`config.mk`:
```
export PLATFORM = sky130hd
export DESIGN_NAME = signed_int_to_decimal_ascii_core_flat
export DESIGN_NICKNAME = d
export VERILOG_FILES = /design/src/rtl/itoa_pkg.sv /design/src/rtl/itoa_in_if.sv /design/src/rtl/itoa_out_if.sv /design/src/rtl/itoa_csub.sv /design/src/rtl/signed_int_to_decimal_ascii_core.sv /design/src/flat_wrapper.sv
export SDC_FILE = /design/constraint.sdc
export NUM_CORES = 1
export LEC_CHECK = 0
export BUFFER_PORTS_ARGS = -buffer_cell sky130_fd_sc_hd__buf_2
export CAP_MARGIN = 40
export CELL_PAD_IN_SITES_DETAIL_PLACEMENT = 1
export CELL_PAD_IN_SITES_GLOBAL_PLACEMENT = 2
export CORE_ASPECT_RATIO = 1.2
export CORE_MARGIN = 2
export CORE_UTILIZATION = 30
export CTS_BUF_LIST = sky130_fd_sc_hd__clkbuf_16
export DETAILED_ROUTE_END_ITERATION = 8
export PLACE_DENSITY_LB_ADDON = 0.2
export SKIP_CTS_REPAIR_TIMING = 1
export SLEW_MARGIN = 30
export SYNTH_ARGS = -nofsm -noshare
export SYNTH_HDL_FRONTEND = slang
export SYNTH_SLANG_ARGS = --single-unit
```
`constraint.sdc`:
```
create_clock -name clk_i -period 10 [get_ports clk_i]
set_input_delay 0.5 -clock clk_i [delete_from_list [all_inputs] [get_ports clk_i]]
set_output_delay 0.5 -clock clk_i [all_outputs]
set_load 0.01 [all_outputs]
```
`src/rtl/itoa_pkg.sv`:
```
// Package for the signed integer to decimal ASCII converter.
// Holds the sequencer state type, character codes, the powers-of-ten table
// and the control struct for the compare-subtract unit. No dependencies.
package itoa_pkg;

  // Character codes
  localparam logic [7:0] CharZero  = 8'd48;
  localparam logic [7:0] CharMinus = 8'd45;

  // Decimal digit positions of a 32-bit magnitude (10^9 .. 10^0)
  localparam int unsigned NumDigits = 10;
  localparam int unsigned DigitIdxW = 4;
  // Bits of one decimal digit, resolved one per cycle (weights 8, 4, 2, 1)
  localparam int unsigned DigitBits = 4;
  localparam int unsigned BitIdxW   = 2;
  // Trial value width: 8 * 10^9 needs 33 bits, keep headroom for the shift
  localparam int unsigned TrialW    = 35;

  typedef enum logic [1:0] {
    StIdle,
    StSign,
    StCalc,
    StEmit
  } itoa_state_e;

  // Control of the compare-subtract unit
  typedef struct packed {
    logic                 load;
    logic                 step;
    logic [DigitIdxW-1:0] digit_idx;
    logic [BitIdxW-1:0]   bit_idx;
  } csub_ctrl_t;

  // Powers of ten; unused codes read as one
  function automatic logic [31:0] pow10(input logic [DigitIdxW-1:0] idx);
    logic [31:0] p;
    case (idx)
      4'd0:    p = 32'd1;
      4'd1:    p = 32'd10;
      4'd2:    p = 32'd100;
      4'd3:    p = 32'd1000;
      4'd4:    p = 32'd10000;
      4'd5:    p = 32'd100000;
      4'd6:    p = 32'd1000000;
      4'd7:    p = 32'd10000000;
      4'd8:    p = 32'd100000000;
      4'd9:    p = 32'd1000000000;
      default: p = 32'd1;
    endcase
    return p;
  endfunction

endpackage

```
`src/rtl/itoa_in_if.sv`:
```
// Input channel of the converter: valid/ready handshake with a 32-bit signed value.
// No dependencies.
interface itoa_in_if;
  logic               valid;
  logic               ready;
  logic signed [31:0] value;

  modport source (output valid, output value, input ready);
  modport sink   (input valid, input value, output ready);
endinterface

```
`src/rtl/itoa_out_if.sv`:
```
// Output channel of the converter: valid/ready handshake with one ASCII
// character and an end-of-text marker. No dependencies.
interface itoa_out_if;
  logic       valid;
  logic       ready;
  logic [7:0] character;
  logic       last;

  modport source (output valid, output character, output last, input ready);
  modport sink   (input valid, input character, input last, output ready);
endinterface

```
`src/rtl/itoa_csub.sv`:
```
// Shared compare-subtract unit: holds the running remainder and, per step,
// subtracts (weight * 10^digit) when it fits. Depends on itoa_pkg.
module itoa_csub (
  input  logic                 clk_i,
  input  logic                 rst_ni,
  input  itoa_pkg::csub_ctrl_t ctrl_i,
  input  logic [31:0]          load_val_i,
  output logic                 ge_o
);
  import itoa_pkg::*;

  logic [31:0]     rem_q, rem_d;
  logic [TrialW-1:0] trial;

  // Trial value = 10^digit shifted by the bit weight
  assign trial = TrialW'(pow10(ctrl_i.digit_idx)) << ctrl_i.bit_idx;
  assign ge_o  = {{(TrialW-32){1'b0}}, rem_q} >= trial;

  // Remainder update
  always_comb begin
    rem_d = rem_q;
    if (ctrl_i.load) begin
      rem_d = load_val_i;
    end else if (ctrl_i.step && ge_o) begin
      rem_d = rem_q - trial[31:0];
    end
  end

  // Remainder register
  always_ff @(posedge clk_i or negedge rst_ni) begin
    if (!rst_ni) begin
      rem_q <= '0;
    end else begin
      rem_q <= rem_d;
    end
  end
endmodule

```
`src/rtl/signed_int_to_decimal_ascii_core.sv`:
```
// Top level of the signed integer to decimal ASCII converter.
// Depends on itoa_pkg, itoa_in_if, itoa_out_if and itoa_csub.
//
// Usage:
//   in_i  : one 32-bit two's complement value per transaction (valid/ready).
//   out_o : the decimal text, one ASCII character per transaction, most
//           significant first; last marks the final character. A negative
//           value starts with '-'; no leading zeros; zero gives "0".
// Timing:
//   in_i.ready is high only while the block is idle; one value is converted
//   at a time. Each of the ten decimal digit positions is resolved on the
//   shared compare-subtract unit one digit bit at a time (weights 8/4/2/1),
//   and each digit that is shown is offered on out_o once it is resolved
//   (up to 11 characters with the sign). For negative values the first
//   character ('-') appears in the cycle after the accept.
// Stalls:
//   A character is held on out_o, stable, until out_o.ready takes it; the
//   sequencer waits meanwhile.
// Reset:
//   rst_ni (asynchronous, active low) returns the sequencer to idle; any
//   conversion in progress is dropped.
module signed_int_to_decimal_ascii_core (
  input  logic       clk_i,
  input  logic       rst_ni,
  itoa_in_if.sink    in_i,
  itoa_out_if.source out_o
);
  import itoa_pkg::*;

  itoa_state_e          state_q, state_d;
  logic [DigitIdxW-1:0] didx_q, didx_d;
  logic [BitIdxW-1:0]   bidx_q, bidx_d;
  logic [DigitBits-1:0] digit_q, digit_d;
  logic                 started_q, started_d;
  logic                 ge;
  logic [DigitBits-1:0] digit_new;
  logic                 digit_show;
  logic                 in_acc;
  logic                 out_acc;
  logic [31:0]          mag;
  csub_ctrl_t           ctrl;

  assign in_acc  = in_i.valid && in_i.ready;
  assign out_acc = out_o.valid && out_o.ready;

  // Magnitude in unsigned arithmetic; the most negative value maps to 2^31
  assign mag = in_i.value[31] ? (32'd0 - 32'(in_i.value)) : 32'(in_i.value);

  // Digit with the current bit resolved
  assign digit_new  = ge ? (digit_q | (DigitBits'(1) << bidx_q)) : digit_q;
  // Show a digit once nonzero text has begun, or the units digit always
  assign digit_show = (digit_new != '0) || started_q || (didx_q == '0);

  // Shared compare-subtract unit
  assign ctrl.load      = in_acc;
  assign ctrl.step      = (state_q == StCalc);
  assign ctrl.digit_idx = didx_q;
  assign ctrl.bit_idx   = bidx_q;

  itoa_csub u_csub (
    .clk_i      (clk_i),
    .rst_ni     (rst_ni),
    .ctrl_i     (ctrl),
    .load_val_i (mag),
    .ge_o       (ge)
  );

  // Next state
  always_comb begin
    state_d = state_q;
    case (state_q)
      StIdle: begin
        if (in_acc) state_d = in_i.value[31] ? StSign : StCalc;
      end
      StSign: begin
        if (out_acc) state_d = StCalc;
      end
      StCalc: begin
        if (bidx_q == '0 && digit_show) state_d = StEmit;
      end
      StEmit: begin
        if (out_acc) state_d = (didx_q == '0) ? StIdle : StCalc;
      end
      default: state_d = StIdle;
    endcase
  end

  // Sequencer counters and digit accumulation
  always_comb begin
    didx_d    = didx_q;
    bidx_d    = bidx_q;
    digit_d   = digit_q;
    started_d = started_q;
    case (state_q)
      StIdle: begin
        if (in_acc) begin
          didx_d    = DigitIdxW'(NumDigits - 1);
          bidx_d    = BitIdxW'(DigitBits - 1);
          digit_d   = '0;
          started_d = 1'b0;
        end
      end
      StCalc: begin
        digit_d = digit_new;
        if (bidx_q == '0) begin
          if (digit_show) begin
            started_d = 1'b1;
          end else begin
            // leading zero: drop it and move to the next position
            didx_d  = didx_q - DigitIdxW'(1);
            bidx_d  = BitIdxW'(DigitBits - 1);
            digit_d = '0;
          end
        end else begin
          bidx_d = bidx_q - BitIdxW'(1);
        end
      end
      StEmit: begin
        if (out_acc && didx_q != '0) begin
          didx_d  = didx_q - DigitIdxW'(1);
          bidx_d  = BitIdxW'(DigitBits - 1);
          digit_d = '0;
        end
      end
      default: ;
    endcase
  end

  // Channel outputs
  always_comb begin
    in_i.ready      = 1'b0;
    out_o.valid     = 1'b0;
    out_o.character = CharZero + {4'd0, digit_q};
    out_o.last      = 1'b0;
    case (state_q)
      StIdle: in_i.ready = 1'b1;
      StSign: begin
        out_o.valid     = 1'b1;
        out_o.character = CharMinus;
      end
      StEmit: begin
        out_o.valid = 1'b1;
        out_o.last  = (didx_q == '0);
      end
      default: ;
    endcase
  end

  // Control registers
  always_ff @(posedge clk_i or negedge rst_ni) begin
    if (!rst_ni) begin
      state_q   <= StIdle;
      didx_q    <= '0;
      bidx_q    <= '0;
      started_q <= 1'b0;
    end else begin
      state_q   <= state_d;
      didx_q    <= didx_d;
      bidx_q    <= bidx_d;
      started_q <= started_d;
    end
  end

  // Digit payload register
  always_ff @(posedge clk_i) begin
    digit_q <= digit_d;
  end
endmodule

```
`src/flat_wrapper.sv`:
```
// flat-port wrapper written by rule: the top's interface ports become plain ports
module signed_int_to_decimal_ascii_core_flat import itoa_pkg::*;
  (clk_i, rst_ni, in_i_valid, in_i_value, in_i_ready, out_o_valid, out_o_character, out_o_last, out_o_ready);
  itoa_in_if in_i_i ();
  itoa_out_if out_o_i ();
  input  logic clk_i;
  input  logic rst_ni;
  input wire logic [$bits(in_i_i.valid)-1:0] in_i_valid;
  input wire logic [$bits(in_i_i.value)-1:0] in_i_value;
  output wire logic [$bits(in_i_i.ready)-1:0] in_i_ready;
  output wire logic [$bits(out_o_i.valid)-1:0] out_o_valid;
  output wire logic [$bits(out_o_i.character)-1:0] out_o_character;
  output wire logic [$bits(out_o_i.last)-1:0] out_o_last;
  input wire logic [$bits(out_o_i.ready)-1:0] out_o_ready;
  assign in_i_i.valid = in_i_valid;
  assign in_i_i.value = in_i_value;
  assign in_i_ready = in_i_i.ready;
  assign out_o_valid = out_o_i.valid;
  assign out_o_character = out_o_i.character;
  assign out_o_last = out_o_i.last;
  assign out_o_i.ready = out_o_ready;
  signed_int_to_decimal_ascii_core u_core (.clk_i(clk_i), .rst_ni(rst_ni), .in_i(in_i_i), .out_o(out_o_i));
endmodule
```
=== Yosys cells after proc, flatten, opt, wreduce, memory -nomap -nowiden ===
Memory sizes are Yosys's and may differ from the RTL's.
Index checks and enable logic that the tools add are counted.
Widths: inputs -> output; s select.

* ROM bits: 480
* Logic and storage cells: 83
* Output and inout port bits: 11
* Input bits: 36
* Memories: 1
* Register bits: 45

* Shifts and indexed selects: 2
* Muxes and demuxes: 34
* Order comparisons: 1
* Equality and inequality tests: 12
* Reduce and logical (&&, ||, !) cells: 21
* $add $sub $neg: 5
* Bitwise gates (word level): 1

{| class="wikitable"
|+ Memories
! name !! words !! bits a word !! rd ports !! clocked after Yosys merged registers in !! write ports !! line !! source
|-
| (no name shown) || 16 || 30 || 1 || 0 || 0 || itoa_pkg.sv:37 || <nowiki>case (idx)</nowiki>
|}

{| class="wikitable"
|+ Operator list
! operator !! count
|-
| $mux 32 || 3
|-
| $mux 4 || 9
|-
| $ge 32x35->1 || 1
|-
| $shl 32x2->35 || 1
|-
| $sub 1x32->32 const A || 1
|-
| $sub 32x32->32 || 1
|-
| $pmux 4 s3 || 2
|-
| $mux 2 || 10
|-
| $ne 2x1->1 const B || 7
|-
| $reduce_and 4->1 || 3
|-
| $mux 8 || 1
|-
| $pmux 2 s4 || 1
|-
| $reduce_bool 4->1 || 2
|-
| $add 6x4->7 const A || 1
|-
| $mux 1 || 6
|-
| $pmux 2 s3 || 1
|-
| $logic_and 1x1->1 || 5
|-
| $reduce_and 5->1 || 1
|-
| $eq 2x2->1 const B || 2
|-
| $logic_not 2->1 || 2
|-
| $logic_not 4->1 || 1
|-
| $or 4x4->4 || 1
|-
| $reduce_bool 2->1 || 2
|-
| $shl 1x2->4 const A || 1
|-
| 10 further kinds || 11
|}

=== Depth between registers and ports, before layout ===
An unclocked memory read counts as a cell.

* Word-level depth: 10
* Mapped depth: 19
* Depth with buffers taken out: 17

=== Modules after synthesis ===
Synthesis repeated with hierarchy kept, for this count alone.

* Cell total of the unflattened synthesis: 757
* Area, all modules: 5791.8 µm²

{| class="wikitable"
|+ Modules (own cells, without submodules)
! module !! sequential area each (µm²) !! area each (µm²) !! cells each !! times used
|-
| itoa_csub || 800.8 || 4315.4 || 581 || 1
|-
| signed_int_to_decimal_ascii_core || 345.3 || 1476.4 || 176 || 1
|}

=== Worst setup path after synthesis ===
Ideal clock, no wire load.

* Path kind: reg2reg
* Start: register u_core.didx_q[1]
* End: register u_core.u_csub.rem_q[14]
* Period minus slack after synthesis: 4102 ps
* Setup time: 135 ps
* Arrival: 3967 ps
* Cell stages (with the launch flop): 20
* Slack: 5898 ps
* Data required time: 9865 ps
* Path buffers: 4
* Cell sequence: dfrtp_1 clkbuf_1 inv_1 ha_1 and2_1 clkbuf_1 a21oi_1 a21oi_1 a21oi_1 ha_1 clkbuf_1 and4_1 and4_1 and4_1 a31oi_1 a211o_1 nand2_1 buf_1 mux2i_1 mux2i_1

* Longest elaborated chain between the ends: 5
* Elaborated cells between the ends (all ways): 8
* Those cells by class: 1 x add/sub; 1 x order compare; 1 x shift; 2 x mux; 2 x reduce/logical; 1 x memory

{| class="wikitable"
|+ Ends and longest elaborated chain
! what !! line !! source
|-
| start: declaration || signed_int_to_decimal_ascii_core.sv:31 || <nowiki>logic [DigitIdxW-1:0] didx_q, didx_d;</nowiki>
|-
| start signal: assignment || signed_int_to_decimal_ascii_core.sv:158 || <nowiki>didx_q <= didx_d;</nowiki>
|-
| $mem_v2 16x30 * || -- ||
|-
| $shl 32x2->35 * || itoa_csub.sv:16 || <nowiki>assign trial = TrialW'(pow10(ctrl_i.digit_idx)) << ctrl_i.bit_idx;</nowiki>
|-
| $sub 32x32->32 / $ge 32x35->1 (equally long branches) || itoa_csub.sv:25, itoa_csub.sv:17 ||
|-
| $mux 32 / $logic_and 1x1->1 (equally long branches) || itoa_csub.sv:24 || <nowiki>end else if (ctrl_i.step && ge_o) begin</nowiki>
|-
| $mux 32 / $reduce_bool 2->1 (equally long branches) || -- ||
|-
| end signal: assignment || itoa_csub.sv:34 || <nowiki>rem_q <= rem_d;</nowiki>
|-
| end: declaration || itoa_csub.sv:12 || <nowiki>logic [31:0] rem_q, rem_d;</nowiki>
|}

Mark *: on every way between the ends. The rest lies on a longest branch, timed or not. The select of a mux whose other input is x is not followed.
A chain may end at the register's enable or synchronous reset.

=== Final worst setup path ===
* Start: register u_core.didx_q[2]
* End: register u_core.u_csub.rem_q[21]

Same word-level chain as after synthesis.

==> out/qor.yml <==
place:
  place_congestion: 0.874
  port_buffers: 43
  dp_hpwl_mm: 14.3
  dpl.cell_count: 950
worst_setup_path:
  worstPathRequired_ps: 10190
  crit_type: "flop to flop"
  crit_path_end_kind: "flop"
  slowest_stage: "dfrtp_1"
  crit_family: "simple AND/OR/NAND/NOR gates"
  critPathMaxFanout: 32
  worstPathCellList: "inv_1 > nor2_1 > nand2_1 > nand2_1 > nor2_1 > a21oi_1 > a21oi_1 > ha_1 > and4_1 > and4_1 > and4_1 > a31oi_1 > a211o_1 > nand2_1 > buf_4 > nor2_1 > a221o_1"
  crit_buf_inv: 2
  slowest_delay_ps: 760
  critPathArrivalTime_ps: 5310
  startpoint: "u_core.didx_q[2]"
  start_kind: "flop"
  r2r-start: "u_core.didx_q[2]"
clock_tree:
  numClockSinks: 45
  root_buffer: "clkbuf_16"
  cts_tree: "built"
  clk_latency_ps: 310
  cts_buffers: 5
  cts_buffer_depth: 2
  cts-htree-levels: 2
  cts.clk_slew.worst_paths_ps: 70
logic_synthesis:
  synthArstFlopShare: 0.911
  synth_flop_cell: "dfrtp_1"
  synth.avg_cell_area_um2: 7.53
  synth-edff-count: 4
  synth.distinct_cells: 64
  yosysTopAreaCellShare: 0.189
  synth-seq-area-share: 0.211
  syn-cell-area_um2: 5430
  syn_inst: 721
  ys_warn_count: 0
  synth-seq-cells: 45
  synth_area_leaders: "dfrtp_1 (19%), ha_1 (9.9%), a21oi_1 (6.7%), mux2i_1 (5.7%), nand2_1 (5.5%)"
  synth_top_area_cell: "dfrtp_1"
timing:
  skew_ps: 9.08
  fin_crit_ps: 5120
  slew_headroom: 0.464
  setup_viol: 0
  fmax_ghz: 0.195
  fin_crit_sh: 0.512
  worst_pin_slew_ps: 803
  tns_ps: 0
  drv_slew: 0
  final_hold_viol_count: 0
  rsz0062_at_grt: "false"
global_routing:
  grt_pass1_vias: 5544
  grt_max_degree: 45
  antenna_found_initial: 0
  globalRouteOverflowTotal: 0
  track_usage: 0.195
  grt_pass1_wl_mm: 29.6
drt:
  top_layer_used: "met4"
  num_vias: 5339
  ant_nets: 0
  wl_met3_um: 545
  drt-met1-wl_mm: 8.50
  wl_met2_mm: 8.91
  drc: 0
  drt_first_pass_iters: 4
  vias_per_cell: 5.57
  routed_wl_mm: 18.1
  drt_iter0_drc: 242
  wl_per_cell_um: 18.9
final_layout:
  multiInputGateArea_um2: 4060
  seq_area_um2: 1150
  final_util: 0.337
  area_growth_pct: 9.66
  fillers: 2220
  final_cells: 958
  layout-drive-gt1-share: 0.0949
  final_nets: 817
  antenna_cells: 0
floorplanning:
  rows: 53
  chipWidth_um: 127
  io_pins: 47
  die-height_um: 151
  core-area_um2: 17600
  start_util: 0.308
  die_area_um2: 19200
job:
  cap_violations: 0
status:
  status: "completed"
hold_path:
  hold_path_class: "primary input to asynchronous set/reset pin"
cell families (layout without fill, tap and decap cells):
logic type,Yosys count,after routing,share of synthesized area
AOI/OAI and AO/OA,237,237,0.274
adders and majority gates,44,44,0.103
xor gates and xnor gates,54,54,0.0871
and+or+nand+nor,249,249,0.222
other,2,3,0.00138
DFF,45,45,0.211
buffers and inverters,58,74,0.0422
muxes,32,32,0.0592
area by class of cell:
cell class,count,share of cell area
inverters,16,0.0101
well taps,220,0.0462
clock buffers,5,0.0210
clock inverters,3,0.00336
repair buffers,50,0.0448
flip-flops and latches,45,0.193
multi-input cells,619,0.682
state kept, by name, summed over array words and instances (netlist names):
register / cells
u_core.u_csub.rem_q: 32
u_core.didx_q: 4
u_core.digit_q: 4
u_core.bidx_q: 2
u_core.state_q: 2
u_core.started_q: 1
Yosys cell counts (13+ instances only):
cell type   n
nor2_1     71
clkbuf_1   33
mux2i_1    31
dfrtp_1    41
nor2b_1    13
a21oi_1    73
a31oi_1    19
nor3_1     15
nand2_1    80
xor2_1     21
inv_1      15
nand2b_1   14
ha_1       43
xnor2_1    33
o21ai_0    58
layer usage:
layer  vias up  track usage
li1       2655            -
met1      2600        0.257
met2        74        0.346
met3        10       0.0233
met4         0       0.0374
met5         -            0
layout by cell type (no fill, tap or decap), types with 4 or more instances in the layout:
cell,count
nand2_1,80
inv_1,15
ha_1,43
nor4_1,4
nor2_1,70
a21o_1,12
o21ai_0,58
buf_4,7
o22ai_1,7
a31oi_1,19
a211oi_1,7
xor2_1,21
dfrtp_1,41
nand4_1,7
nor3_1,15
nand3_1,7
o21a_1,7
nor2b_1,13
a21oi_1,73
edfxtp_1,4
xnor2_1,33
or3_1,7
buf_2,42
o41ai_1,6
mux2i_1,31
and4_1,4
and3_1,6
o2111ai_1,4
o31ai_1,10
nand2b_1,14
clkbuf_16,5
o211ai_1,6
through the flow:
step           cell area [µm²]  hold slack (ps)  setup slack (ps)
2_1_floorplan             5430              204              5900
3_3_place_gp              5800              469              5050
3_5_place_dp              5810              482              4900
4_1_cts                   5950              218              4870
5_1_grt                   5950              228              4410
6_report                  5950              188              4880
worst paths after layout:
| kind | to | slack (ps) | cells after the start |
|---|---|---|---|
| setup / recovery | u_core.u_csub.rem_q[21] | 4880 | 17 |
| hold / removal | u_core.didx_q[2] | 190 | 1 |
| setup reg to reg | u_core.u_csub.rem_q[21] | 4880 | 17 |
| hold reg to reg | u_core.started_q | 490 | 2 |
| max in group asynchronous | u_core.u_csub.rem_q[24] | 9390 | 1 |
| min in group clk_i | u_core.state_q[1] | 410 | 2 |
Power is not shown: default switching activity piles up to over one toggle a cycle in this logic, so the estimate is an artifact.
